[src/hdl/tsc_pkg.sv]
// Shared types and constants for the trajectory smoothing correction block.
// No dependencies; used by the interfaces, the ring memory, divider and top level.
package tsc_pkg;

    localparam int HALF_W  = 6;
    localparam logic [HALF_W-1:0] HALF_RESET = 6'd30;
    localparam int DATA_W  = 32;
    localparam int PATH_W  = 48;
    localparam int ACC_W   = 55;
    localparam int MAG_W   = 48;
    localparam int QUO_W   = 49;
    localparam int DIFF_W  = 50;
    localparam int CNT_W   = 7;
    localparam int STEP_W  = 6;
    localparam int FS_W    = 8;
    localparam logic [FS_W-1:0] FS_MAX = 8'd255;
    localparam int AXES    = 3;
    localparam int AXIS_W  = 2;
    localparam logic [AXIS_W-1:0] AXIS_X    = 2'd0;
    localparam logic [AXIS_W-1:0] AXIS_LAST = 2'd2;

    typedef struct packed {
        logic [PATH_W-1:0] angle;
        logic [PATH_W-1:0] y;
        logic [PATH_W-1:0] x;
    } path_row_t;

endpackage

[src/hdl/tsc_divider.sv]
// Serial signed divider, one quotient bit per cycle, truncating toward zero.
// Depends on tsc_pkg. The quotient magnitude must fit in MAG_W bits.
module tsc_divider (
    input  logic                              clk,
    input  logic                              rst_n,
    input  logic                              start,
    input  logic signed [tsc_pkg::ACC_W-1:0]  dividend,
    input  logic [tsc_pkg::CNT_W-1:0]         divisor,
    output logic                              done,
    output logic signed [tsc_pkg::QUO_W-1:0]  quotient
);

    logic                          busy_reg, busy_next;
    logic                          done_reg, done_next;
    logic                          neg_reg, neg_next;
    logic [tsc_pkg::CNT_W-1:0]     div_reg, div_next;
    logic [tsc_pkg::CNT_W-1:0]     rem_reg, rem_next;
    logic [tsc_pkg::MAG_W-1:0]     q_reg, q_next;
    logic [tsc_pkg::STEP_W-1:0]    step_reg, step_next;
    logic [tsc_pkg::ACC_W-1:0]     mag;
    logic [tsc_pkg::CNT_W:0]       rem_sh;
    logic                          fits;

    always_comb
    begin
        mag    = dividend[tsc_pkg::ACC_W-1] ? tsc_pkg::ACC_W'(~dividend + 1'b1)
                                            : tsc_pkg::ACC_W'(dividend);
        rem_sh = {rem_reg, q_reg[tsc_pkg::MAG_W-1]};
        fits   = (rem_sh >= {1'b0, div_reg});

        busy_next = busy_reg;
        done_next = 1'b0;
        neg_next  = neg_reg;
        div_next  = div_reg;
        rem_next  = rem_reg;
        q_next    = q_reg;
        step_next = step_reg;

        if (start)
        begin
            busy_next = 1'b1;
            neg_next  = dividend[tsc_pkg::ACC_W-1];
            div_next  = divisor;
            rem_next  = mag[tsc_pkg::ACC_W-1:tsc_pkg::MAG_W];
            q_next    = mag[tsc_pkg::MAG_W-1:0];
            step_next = '0;
        end
        else if (busy_reg)
        begin
            rem_next  = fits ? tsc_pkg::CNT_W'(rem_sh - {1'b0, div_reg})
                             : rem_sh[tsc_pkg::CNT_W-1:0];
            q_next    = {q_reg[tsc_pkg::MAG_W-2:0], fits};
            step_next = step_reg + 1'b1;
            if (step_reg == tsc_pkg::STEP_W'(tsc_pkg::MAG_W - 1))
            begin
                busy_next = 1'b0;
                done_next = 1'b1;
            end
        end
    end

    always_ff @(posedge clk or negedge rst_n)
    begin
        if (!rst_n)
        begin
            busy_reg <= 1'b0;
            done_reg <= 1'b0;
        end
        else
        begin
            busy_reg <= busy_next;
            done_reg <= done_next;
        end
    end

    always_ff @(posedge clk)
    begin
        neg_reg  <= neg_next;
        div_reg  <= div_next;
        rem_reg  <= rem_next;
        q_reg    <= q_next;
        step_reg <= step_next;
    end

    assign done     = done_reg;
    assign quotient = neg_reg ? tsc_pkg::QUO_W'(-$signed({1'b0, q_reg}))
                              : tsc_pkg::QUO_W'($signed({1'b0, q_reg}));

endmodule

[config.mk]
export PLATFORM = sky130hd
export DESIGN_NAME = tsc_divider
export DESIGN_NICKNAME = d
export VERILOG_FILES = /design/src/hdl/tsc_pkg.sv /design/src/hdl/tsc_divider.sv
export SDC_FILE = /design/constraint.sdc
export NUM_CORES = 1
export LEC_CHECK = 0
export BUFFER_PORTS_ARGS = -buffer_cell sky130_fd_sc_hd__clkbuf_2
export CAP_MARGIN = 25
export CORE_ASPECT_RATIO = 0.8
export CORE_MARGIN = 2
export CORE_UTILIZATION = 27
export CTS_CLUSTER_DIAMETER = 120
export DETAILED_ROUTE_END_ITERATION = 7
export PLACE_DENSITY_LB_ADDON = 0.1
export SLEW_MARGIN = 20
export SYNTH_ARGS = -nofsm -noshare
export SYNTH_HDL_FRONTEND = slang
export SYNTH_SLANG_ARGS = --single-unit
[constraint.sdc]
create_clock -name clk -period 3 [get_ports clk]
set_input_delay 0.6 -clock clk [delete_from_list [all_inputs] [get_ports clk]]
set_output_delay 0.6 -clock clk [all_outputs]
set_load 0.005 [all_outputs]
==> results of run 1 <==
-- cell usage after synthesis, types with 13 or more instances --
cell / count
o41ai_1: 15
a21oi_1: 61
inv_1: 17
o31ai_1: 27
o21ai_0: 34
xor2_1: 56
edfxtp_1: 63
or4_1: 15
nand2_1: 32
nor2_1: 79
clkbuf_1: 28
or3_1: 13
xnor2_1: 47
-- worst reg2reg max path, delay by kind of cell (launching register included) --
family	cells	cell delay, ns
AOI/OAI and AO/OA	3	0.53
adders and majority gates	2	0.65
DFF	1	0.40
and+or+nand+nor	3	0.81
-- report_power, final --
| part | internal [uW] | switching, uW |
|---|---|---|
| Clock | 815 | 433 |
| Combinational | 627 | 695 |
| Sequential | 1260 | 122 |
-- kinds of logic (layout without fill, tap and decap cells) --
| group | count (synthesis) | in the layout | synth area share, % |
|---|---|---|---|
| AO/OA/AOI/OAI | 158 | 158 | 18.8 |
| XOR/XNOR | 103 | 103 | 16.7 |
| adder cells (fa/ha/maj) | 11 | 11 | 2.68 |
| buffers and inverters | 50 | 235 | 3.58 |
| AND/OR/NAND/NOR | 207 | 207 | 19.6 |
| flip-flops | 71 | 71 | 38.1 |
| multiplexers | 3 | 3 | 0.555 |
| other | 0 | 1 | 0 |
-- layout make-up --
class,count,area (sq um)
Tap cell,264,330
Inverter,17,63.8
Fill cell,2012,12200
Clock buffer,9,225
Antenna cell,1,2.50
Clock inverter,7,119
Sequential cell,71,2060
Multi-Input combinational cell,482,3440
Timing Repair Buffer,202,1270
-- cell usage in the layout (no fill, tap or decap), types with 9 or more instances in the layout --
cell and n:
nor2_1 78, o31ai_1 21, inv_1 13, o21ai_0 26, o41ai_1 12, or3_1 9, nand3_1 9, nand2_1 30
or4_1 12, xnor2_1 46, ha_1 9, xor2_1 56, buf_2 13, edfxtp_1 63, a21oi_1 59, buf_4 82
clkbuf_2 100, clkbuf_16 9
-- through the flow --
step                      setup TNS [ns]  std cells  setup WS (ns)  total power [uW]
after global routing               -6.82       1052         -0.417              4200
final                              -4.45       1053         -0.350              3950
after CTS                          -4.61       1049         -0.368              3980
after detailed placement          -0.773       1027         -0.116              2640
after global placement            -0.153       1027        -0.0420              2630
after floorplan                        0        603         0.0736              2110
-- repair_timing --
| action | CTS | global route |
|---|---|---|
| resized for setup | 65 | 18 |
| hold endpoints to repair | 0 | 0 |
| endpoints found under the setup margin | 31 | 27 |
| setup buffers | 7 | 3 |
| pin swaps | 16 | 12 |
-- path summary, 6_finish.rpt --
check,end,slack (ns),startpoint,cells past startpoint
worst max-delay path,quotient[44],-0.35,q_reg[30]$_DFFE_PP_,7
worst min-delay path,done$_DFF_PN0_,0.03,rst_n,1
worst max register to register,rem_reg[4]$_DFFE_PP_,0.46,div_reg[0]$_DFFE_PP_,8
worst min register to register,step_reg[5]$_SDFFE_PP0P_,0.48,step_reg[5]$_SDFFE_PP0P_,2
max in group asynchronous,busy_reg$_DFF_PN0_,2.87,rst_n,1
min in group clk,div_reg[5]$_DFFE_PP_,0.43,divisor[5],1
-- metal layers --
layer  part of all wire [%]  up-vias
li1                       -     2578
met1                     50     2438
met2                     44      111
met3                    3.9       19
met4                    2.0        0
met5                      0        -
==> metrics.cfg, run 1 <==
[run_status]
run_status=finished, violations left
failed_checks=negative setup slack

[yosys]
synth_top_area_cell=edfxtp_1
syn-instance-count=603
yosys_warnings=0
synth-edff-count=63
synthTopCellsByArea=edfxtp_1 (35%), xor2_1 (9.1%), xnor2_1 (7.6%), a21oi_1 (5.6%), nor2_1 (5.5%)
syn_nets=679
async_flop_share_pct=2.82
netlist-cell-type-count=50
synthesis.area_sq_um=5410
avgSynthCellArea_sq_um=8.98
synthFlopType=edfxtp_1
synth_seq_cells=71
synth-seq-area-share_pct=38.1
synth_top_area_share_pct=35.0

[sta]
fin_crit_sh_pct=112
finClkSkew_ns=0.0102
min_period_ns=3.35
tightest_slew_ns=0.707
hold_slack_ns=0.0320
relSlewSlack_pct=52.9
fin_ws_ns=-0.350
setup_viol=20
rsz0062_at_grt=true
slew_viol_final=0
fmax_ghz=0.299
timing.final.hold_violations=0

[global_routing]
grt_max_degree=56
use_met3_pct=2.21
grt_pass1_wl_um=27600
met2_usage_pct=25.4
grt_antenna_before_repair=0
use_met1_pct=24.1
grt_util_all_layers_pct=16.7
grt_pass1_vias=5124
gr-max-usage-layer=met2
grt_overflow=0

[die]
die_h_um=131
dieWidth_um=162
io_pins=115
dieArea_sq_um=21200
row_count=46
start_util_pct=27.4
core_region_area_sq_um=19700

[placement]
numPortBuffers=114
post_dp_cell_area_sq_um=6790
gp_congestion=0.877
dp_hpwl_um=13200

[setup_path]
arrival_ns=2.75
crit_slowest_cell=or4_4
end_kind=primary output
crit_buf_inv=1
critPathLaunchType=register
crit_path_frequent_cell=or3_4
crit_chain=or4_4 > or3_4 > or3_4 > or2_4 > o31ai_4 > xnor2_1 > buf_2
critPathMaxStageDelay_ns=0.55
path_delay_family=simple AND/OR/NAND/NOR gates
path_class=reg2out
worst_ep_required_time_ns=2.40
path_max_fanout=3

[power_and_ir_drop]
vdd_drop_max_uv=297
leakage_uw=0.00295
powerDensity_nw_per_um2=526

[layout]
largest_reg_flops=48
syn_to_final_growth_pct=38.8
drive_above_1_share_pct=35.3
final_area_sq_um=7510
final_util_pct=38.1
nets=859

[clock_network]
cts.clk_slew.worst_paths_ns=0.06
clock_latency_ns=0.34
cts_buffers=9
cts_max_level=3
clk_path_buf_depth=2
ctsHoldBuffers=0
cts_tree=done
cts.sink_count=71
clockRootBuffer=clkbuf_16

[min_path]
min_path_type=in2async

[drt]
drc=0
vias=5146
postRouteWirelength_um=17200
wire_per_inst_um=16.4
vias_per_cell=4.89
dr.pass1.iters=4
ant_nets=0
first_iter_violations=241

[flow_run]
cap_violations=0

(Power assumes the default switching activity.)
==> run 2: changes to the inputs <==
--- a/config.mk
+++ b/config.mk
@@ -8,11 +8,11 @@
 export BUFFER_PORTS_ARGS = -buffer_cell sky130_fd_sc_hd__clkbuf_2
 export CAP_MARGIN = 25
 export CORE_ASPECT_RATIO = 0.8
-export CORE_MARGIN = 2
 export CORE_UTILIZATION = 27
 export CTS_CLUSTER_DIAMETER = 120
 export DETAILED_ROUTE_END_ITERATION = 7
 export PLACE_DENSITY_LB_ADDON = 0.1
+export SETUP_SLACK_MARGIN = 0.3
 export SLEW_MARGIN = 20
 export SYNTH_ARGS = -nofsm -noshare
 export SYNTH_HDL_FRONTEND = slang
==> constraint.sdc (replaced) <==
create_clock -name clk -period 3.5 [get_ports clk]
set_input_delay 0.7 -clock clk [delete_from_list [all_inputs] [get_ports clk]]
set_output_delay 0.7 -clock clk [all_outputs]
set_load 0.005 [all_outputs]
==> run 2 against run 1 <==
  * The run now ends clean
  * Combinational power is 21% lower
  * Die area decreased by 2.7%
  * Worst hold slack better by 0.10 ns
  * Final cell count decreased by 4.7%
  * Worst setup slack better by 0.40 ns
  * Clock-buffer cell count is 6 higher
  * Wire length shrank 0.10%
  * Clock skew fell by 0.0045 ns
  * Clock power decreased by 22%
  * Design area fell by 4.9%
  * Via count down 2.2%
  * Sequential cell count stayed put
  * Critical endpoint unchanged
==> metrics.cfg, run 2 (synthesis gave the netlist of run 1 again) <==
[clock_network]
ctsHoldBuffers=0  ; unchanged
cts.clk_slew.worst_paths_ns=0.06  ; about the same
clockRootBuffer=clkbuf_16  ; unchanged
cts_max_level=3  ; unchanged
clk_path_buf_depth=2  ; unchanged
cts_tree=done  ; unchanged
cts_buffers=9  ; unchanged
clock_latency_ns=0.34  ; about the same
cts.sink_count=71  ; unchanged

[power_and_ir_drop]
leakage_uw=0.00273  ; was 0.00295 uW
total_power_uw=3240  ; was 3950 uW
p_seq_share_pct=37.6  ; was 35.0%
internal_power_uw=2180  ; was 2700 uW
comb_power_share_pct=32.1  ; was 33.5%
powerDensity_nw_per_um2=454  ; was 526 nW/um^2
p_clk_share_pct=30.2  ; was 31.6%
switchingPower_uw=1060  ; was 1250 uW
vdd_drop_max_uv=235  ; was 297 uV
sw_frac_of_total_pct=32.7  ; was 31.6%

[sta]
slew_viol_final=0  ; unchanged
fin_ws_ns=0.0455  ; was -0.350 ns
setup_viol=0  ; was 20
min_period_ns=3.45
fmax_ghz=0.289
timing.final.hold_violations=0  ; unchanged
tns_ns=0  ; was -4.45 ns
relSlewSlack_pct=40.7  ; was 52.9%
fin_crit_sh_pct=98.7
tightest_slew_ns=0.889  ; was 0.707 ns
finClkSkew_ns=0.00571  ; was 0.0102 ns
rsz0062_at_grt=true  ; unchanged

[placement]
pre_cts_slack_ns=0.152  ; was -0.116 ns
gp_congestion=0.823  ; was 0.877
dp_hpwl_um=12600  ; was 13200 um
numPortBuffers=114  ; unchanged

[drt]
vias_per_cell=5.01  ; was 4.89
wire_per_inst_um=17.1  ; was 16.4 um
dr.pass1.iters=5  ; was 4
first_iter_violations=340  ; was 241
vias=5031  ; was 5146
postRouteWirelength_um=17200  ; about the same
ant_nets=0  ; unchanged
drc=0  ; unchanged

[global_routing]
grt_pass1_wl_um=26900  ; was 27600 um
grt_antenna_before_repair=0  ; unchanged
grt_util_all_layers_pct=16.9  ; was 16.7%
grt_overflow=0  ; unchanged
grt_max_degree=79  ; was 56
grt_pass1_vias=4877  ; was 5124

[setup_path]
path_max_fanout=3  ; unchanged
reg2reg_slack_ns=0.65  ; was 0.46 ns
end_kind=primary output  ; unchanged
path_class=reg2out  ; unchanged
worst_ep_required_time_ns=2.80  ; was 2.40 ns
reg2reg_depth=9  ; was 8
r2r_end=rem_reg[4]$_DFFE_PP_  ; unchanged
arrival_ns=2.75  ; about the same
critPathLaunchType=register  ; unchanged
r2r_start=q_reg[47]$_DFFE_PP_  ; was div_reg[0]$_DFFE_PP_

[die]
io_pins=115  ; unchanged
dieArea_sq_um=20600  ; was 21200 sq um
dieWidth_um=160  ; was 162 um
core_region_area_sq_um=19300  ; was 19700 sq um
die_h_um=129  ; was 131 um
start_util_pct=28.0  ; was 27.4%
row_count=45  ; was 46

[layout]
drive_above_1_share_pct=31.5  ; was 35.3%
diodes=0  ; was 1
nets=817  ; was 859
final_util_pct=37.0  ; was 38.1%
layout_common_cells=clkbuf_2 (95), nor2_1 (76), edfxtp_1 (63)  ; was clkbuf_2 (100), buf_4 (82), nor2_1 (78)
largest_reg_flops=48  ; unchanged
syn_to_final_growth_pct=31.9  ; was 38.8%
final_common_cell=clkbuf_2  ; unchanged

[flow_run]
cap_violations=0  ; unchanged

[run_status]
run_status=completed  ; was finished, violations left

[min_path]
min_path_type=in2async  ; unchanged

[run 2: cell count changes in the layout (fill, tap and decap cells not counted), moves of 3 or more]
cell,change
o21ai_0,+4
bufinv_16,-3
o21ai_2,-3
clkbuf_8,+3
nand3_2,+3
clkbuf_2,-5
buf_4,-40
buf_2,+5
[run 2: area by class of cell]
cell class	count	area (sq um)
flip-flops and latches	71	2060
clock inverters	1	5.00
inverters	17	63.8
fillers	1989	12200
multi-input cells	482	3430
repair buffers	160	937
clock buffers	15	320
well taps	258	323
[run 2: worst max path at each step]
stage,from,to,slack [ns],depth (start not counted)
2_1_floorplan,dividend[0],q_reg[26]$_DFFE_PP_,0.47,9
3_3_place_gp,dividend[0],q_reg[26]$_DFFE_PP_,0.18,9
3_5_place_dp,dividend[0],q_reg[26]$_DFFE_PP_,0.15,9
4_1_cts,q_reg[27]$_DFFE_PP_,quotient[44],0.02,7
5_1_grt,q_reg[15]$_DFFE_PP_,quotient[44],-0.05,7
6_report,q_reg[25]$_DFFE_PP_,quotient[44],0.05,7
[run 2: timing repair]
| action | CTS | global route |
|---|---|---|
| setup buffers | 18 | 7 |
| endpoints found under the setup margin | 31 | 30 |
| gates resized for setup | 35 | 44 |
| pin swaps | 16 | 22 |
| cloned | 0 | 0 |
[run 2: worst max-delay path, cell delays in order, from the launching register on]
cell	delay, ns
edfxtp_1	0.38
or4_4	0.55
or3_4	0.38
or3_4	0.40
or2_4	0.26
o31ai_4	0.17
xnor2_1	0.14
buf_2	0.13
[run 2: power groups by stage]
stage	combinational, uW	sequential (uW)	clock (uW)
after global placement	945	1230	0
after CTS	1020	1210	1010
final	1040	1220	979
after global routing	1170	1240	1040
after floorplan	619	1190	0
after detailed placement	949	1230	0
[run 2: routing by layer]
metal / GRT usage (%) / wire [um] / vias up
li1: - / - / 2493
met1: 24.1 / 8650 / 2400
met2: 25.8 / 7620 / 121
met3: 3.22 / 717 / 17
met4: 5.43 / 235 / 0
met5: 0 / 0 / -
[run 2: stage by stage]
stage / hold slack (ns) / instance area [sq um] / instances
after CTS: 0.116 / 6950 / 997
after global routing: 0.115 / 7140 / 1004
after detailed placement: 0.488 / 6340 / 963
after floorplan: 0.404 / 5410 / 603
after global placement: 0.467 / 6340 / 963
final: 0.133 / 7140 / 1004
==> run 3: changes to the inputs <==
--- a/config.mk
+++ b/config.mk
@@ -7,7 +7,8 @@
 export LEC_CHECK = 0
 export BUFFER_PORTS_ARGS = -buffer_cell sky130_fd_sc_hd__clkbuf_2
 export CAP_MARGIN = 25
-export CORE_ASPECT_RATIO = 0.8
+export CELL_PAD_IN_SITES_DETAIL_PLACEMENT = 0
+export CELL_PAD_IN_SITES_GLOBAL_PLACEMENT = 1
 export CORE_UTILIZATION = 27
 export CTS_CLUSTER_DIAMETER = 120
 export DETAILED_ROUTE_END_ITERATION = 7
==> run 3 against run 2 <==
  * Final cell count increased by 1.0%
  * Worst setup slack got worse by 0.028 ns
  * Register-to-register slack improved by 0.11 ns
  * Clock power decreased by 5.8%
==> metrics.cfg, run 3 (synthesis gave the netlist of run 1 again) <==
[run_status]
run_status=completed  ; unchanged

[setup_path]
crit_slowest_cell=or4_4  ; unchanged
path_max_fanout=3  ; unchanged
crit_chain=or4_4 > or3_4 > or3_4 > or2_4 > o31ai_4 > xnor2_1 > buf_2  ; unchanged
path_class=reg2out  ; unchanged
arrival_ns=2.78  ; was 2.75 ns
crit_path_frequent_cell=or3_4  ; unchanged
critPathMaxStageDelay_ns=0.55  ; about the same
critPathLaunchType=register  ; unchanged
path_delay_family=simple AND/OR/NAND/NOR gates  ; unchanged
worst_ep_required_time_ns=2.80  ; about the same
end_kind=primary output  ; unchanged
reg2reg_slack_ns=0.76  ; was 0.65 ns
crit_buf_inv=1  ; unchanged

[layout]
layout_common_cells=clkbuf_2 (104), nor2_1 (77), edfxtp_1 (63)  ; was clkbuf_2 (95), nor2_1 (76), edfxtp_1 (63)
largest_reg_flops=48  ; unchanged
final_area_sq_um=7030  ; was 7140 sq um
fillCellCount=2094  ; was 1989
drive_above_1_share_pct=29.8  ; was 31.5%
diodes=0  ; unchanged
syn_to_final_growth_pct=29.8  ; was 31.9%
final_common_cell=clkbuf_2  ; unchanged
nets=820  ; was 817
final_util_pct=36.0  ; was 37.0%

[sta]
fmax_ghz=0.287  ; was 0.289 GHz
slew_viol_final=0  ; unchanged
setup_viol=0  ; unchanged
rsz0062_at_grt=true  ; unchanged
hold_slack_ns=0.133  ; about the same
timing.final.hold_violations=0  ; unchanged
min_period_ns=3.48  ; was 3.45 ns
fin_crit_sh_pct=99.5  ; was 98.7%
tightest_slew_ns=0.662  ; was 0.889 ns
finClkSkew_ns=0.00664  ; was 0.00571 ns
relSlewSlack_pct=55.8  ; was 40.7%
fin_ws_ns=0.0172  ; was 0.0455 ns

[placement]
gp_congestion=0.816  ; was 0.823
post_dp_cell_area_sq_um=6360  ; was 6340 sq um
pre_cts_slack_ns=0.240  ; was 0.152 ns
dp_hpwl_um=12300  ; was 12600 um
numPortBuffers=114  ; unchanged

[clock_network]
clock_latency_ns=0.34  ; about the same
cts_buffers=9  ; unchanged
cts.sink_count=71  ; unchanged
cts_max_level=3  ; unchanged
cts_tree=done  ; unchanged
cts.clk_slew.worst_paths_ns=0.06  ; about the same
clk_path_buf_depth=2  ; unchanged
clockRootBuffer=clkbuf_16  ; unchanged

[global_routing]
grt_util_all_layers_pct=16.4  ; was 16.9%
grt_overflow=0  ; unchanged
grt_pass1_wl_um=25900  ; was 26900 um
grt_antenna_before_repair=0  ; unchanged
grt_pass1_vias=4777  ; was 4877
grt_max_degree=66  ; was 79

[drt]
vias=4977  ; was 5031
wire_per_inst_um=16.5  ; was 17.1 um
drc=0  ; unchanged
dr.pass1.iters=4  ; was 5
postRouteWirelength_um=16700  ; was 17200 um
first_iter_violations=221  ; was 340
vias_per_cell=4.91  ; was 5.01
ant_nets=0  ; unchanged

[power_and_ir_drop]
powerDensity_nw_per_um2=448  ; was 454 nW/um^2
total_power_uw=3150  ; was 3240 uW
vdd_drop_max_uv=205  ; was 235 uV
leakage_uw=0.00269  ; was 0.00273 uW

[die]
dieWidth_um=144  ; was 160 um
row_count=51  ; was 45
io_pins=115  ; unchanged
dieArea_sq_um=20600  ; about the same
start_util_pct=27.7  ; was 28.0%
core_region_area_sq_um=19500  ; was 19300 sq um
die_h_um=144  ; was 129 um

[flow_run]
cap_violations=0  ; unchanged

[min_path]
min_path_type=in2async  ; unchanged

run 3: what timing repair did:
action                     4_1_cts  5_1_grt
hold buffers                     0        0
setup endpoints to repair       26       26
buffers inserted                14       14
pin swaps                       12       11
resized for setup               17       33
run 3: metrics by stage:
stage	std cells	setup TNS, ns
global placement	970	0
floorplan	603	0
detailed placement	970	0
CTS	1000	-0.0345
finish	1014	0
global route	1014	-0.307
run 3: layout make-up:
class                           instances  area (sq um)  share of cell area, %
Clock inverter                          7          63.8                  0.908
Tap cell                              265           332                   4.72
Inverter                               17          63.8                  0.908
Clock buffer                            9           225                   3.21
Timing Repair Buffer                  163           965                   13.7
Multi-Input combinational cell        482          3310                   47.2
Sequential cell                        71          2060                   29.3
run 3: final timing paths:
path,startpoint,depth (start not counted),end
max,q_reg[30]$_DFFE_PP_,7,quotient[44]
min,rst_n,1,done$_DFF_PN0_
max reg2reg,q_reg[47]$_DFFE_PP_,9,rem_reg[4]$_DFFE_PP_
min reg2reg,step_reg[5]$_SDFFE_PP0P_,2,step_reg[5]$_SDFFE_PP0P_
max in group asynchronous,rst_n,1,busy_reg$_DFF_PN0_
min in group clk,step_reg[5]$_SDFFE_PP0P_,2,step_reg[5]$_SDFFE_PP0P_
run 3: where the power goes:
part | switching [uW] | internal [uW] | total [uW] | leakage, uW
Combinational | 543 | 477 | 1020 | 0.00184
Clock | 376 | 546 | 922 | 0.000139
Sequential | 127 | 1080 | 1210 | 0.000712
Total | 1050 | 2100 | 3150 | 0.00269
run 3: layer usage:
metal	track usage [%]	vias to the layer above	share of wire, %
li1	-	2499	-
met1	22.5	2373	49
met3	2.30	14	4.0
met4	5.15	0	1.3
met2	26.4	91	46
met5	0	-	0
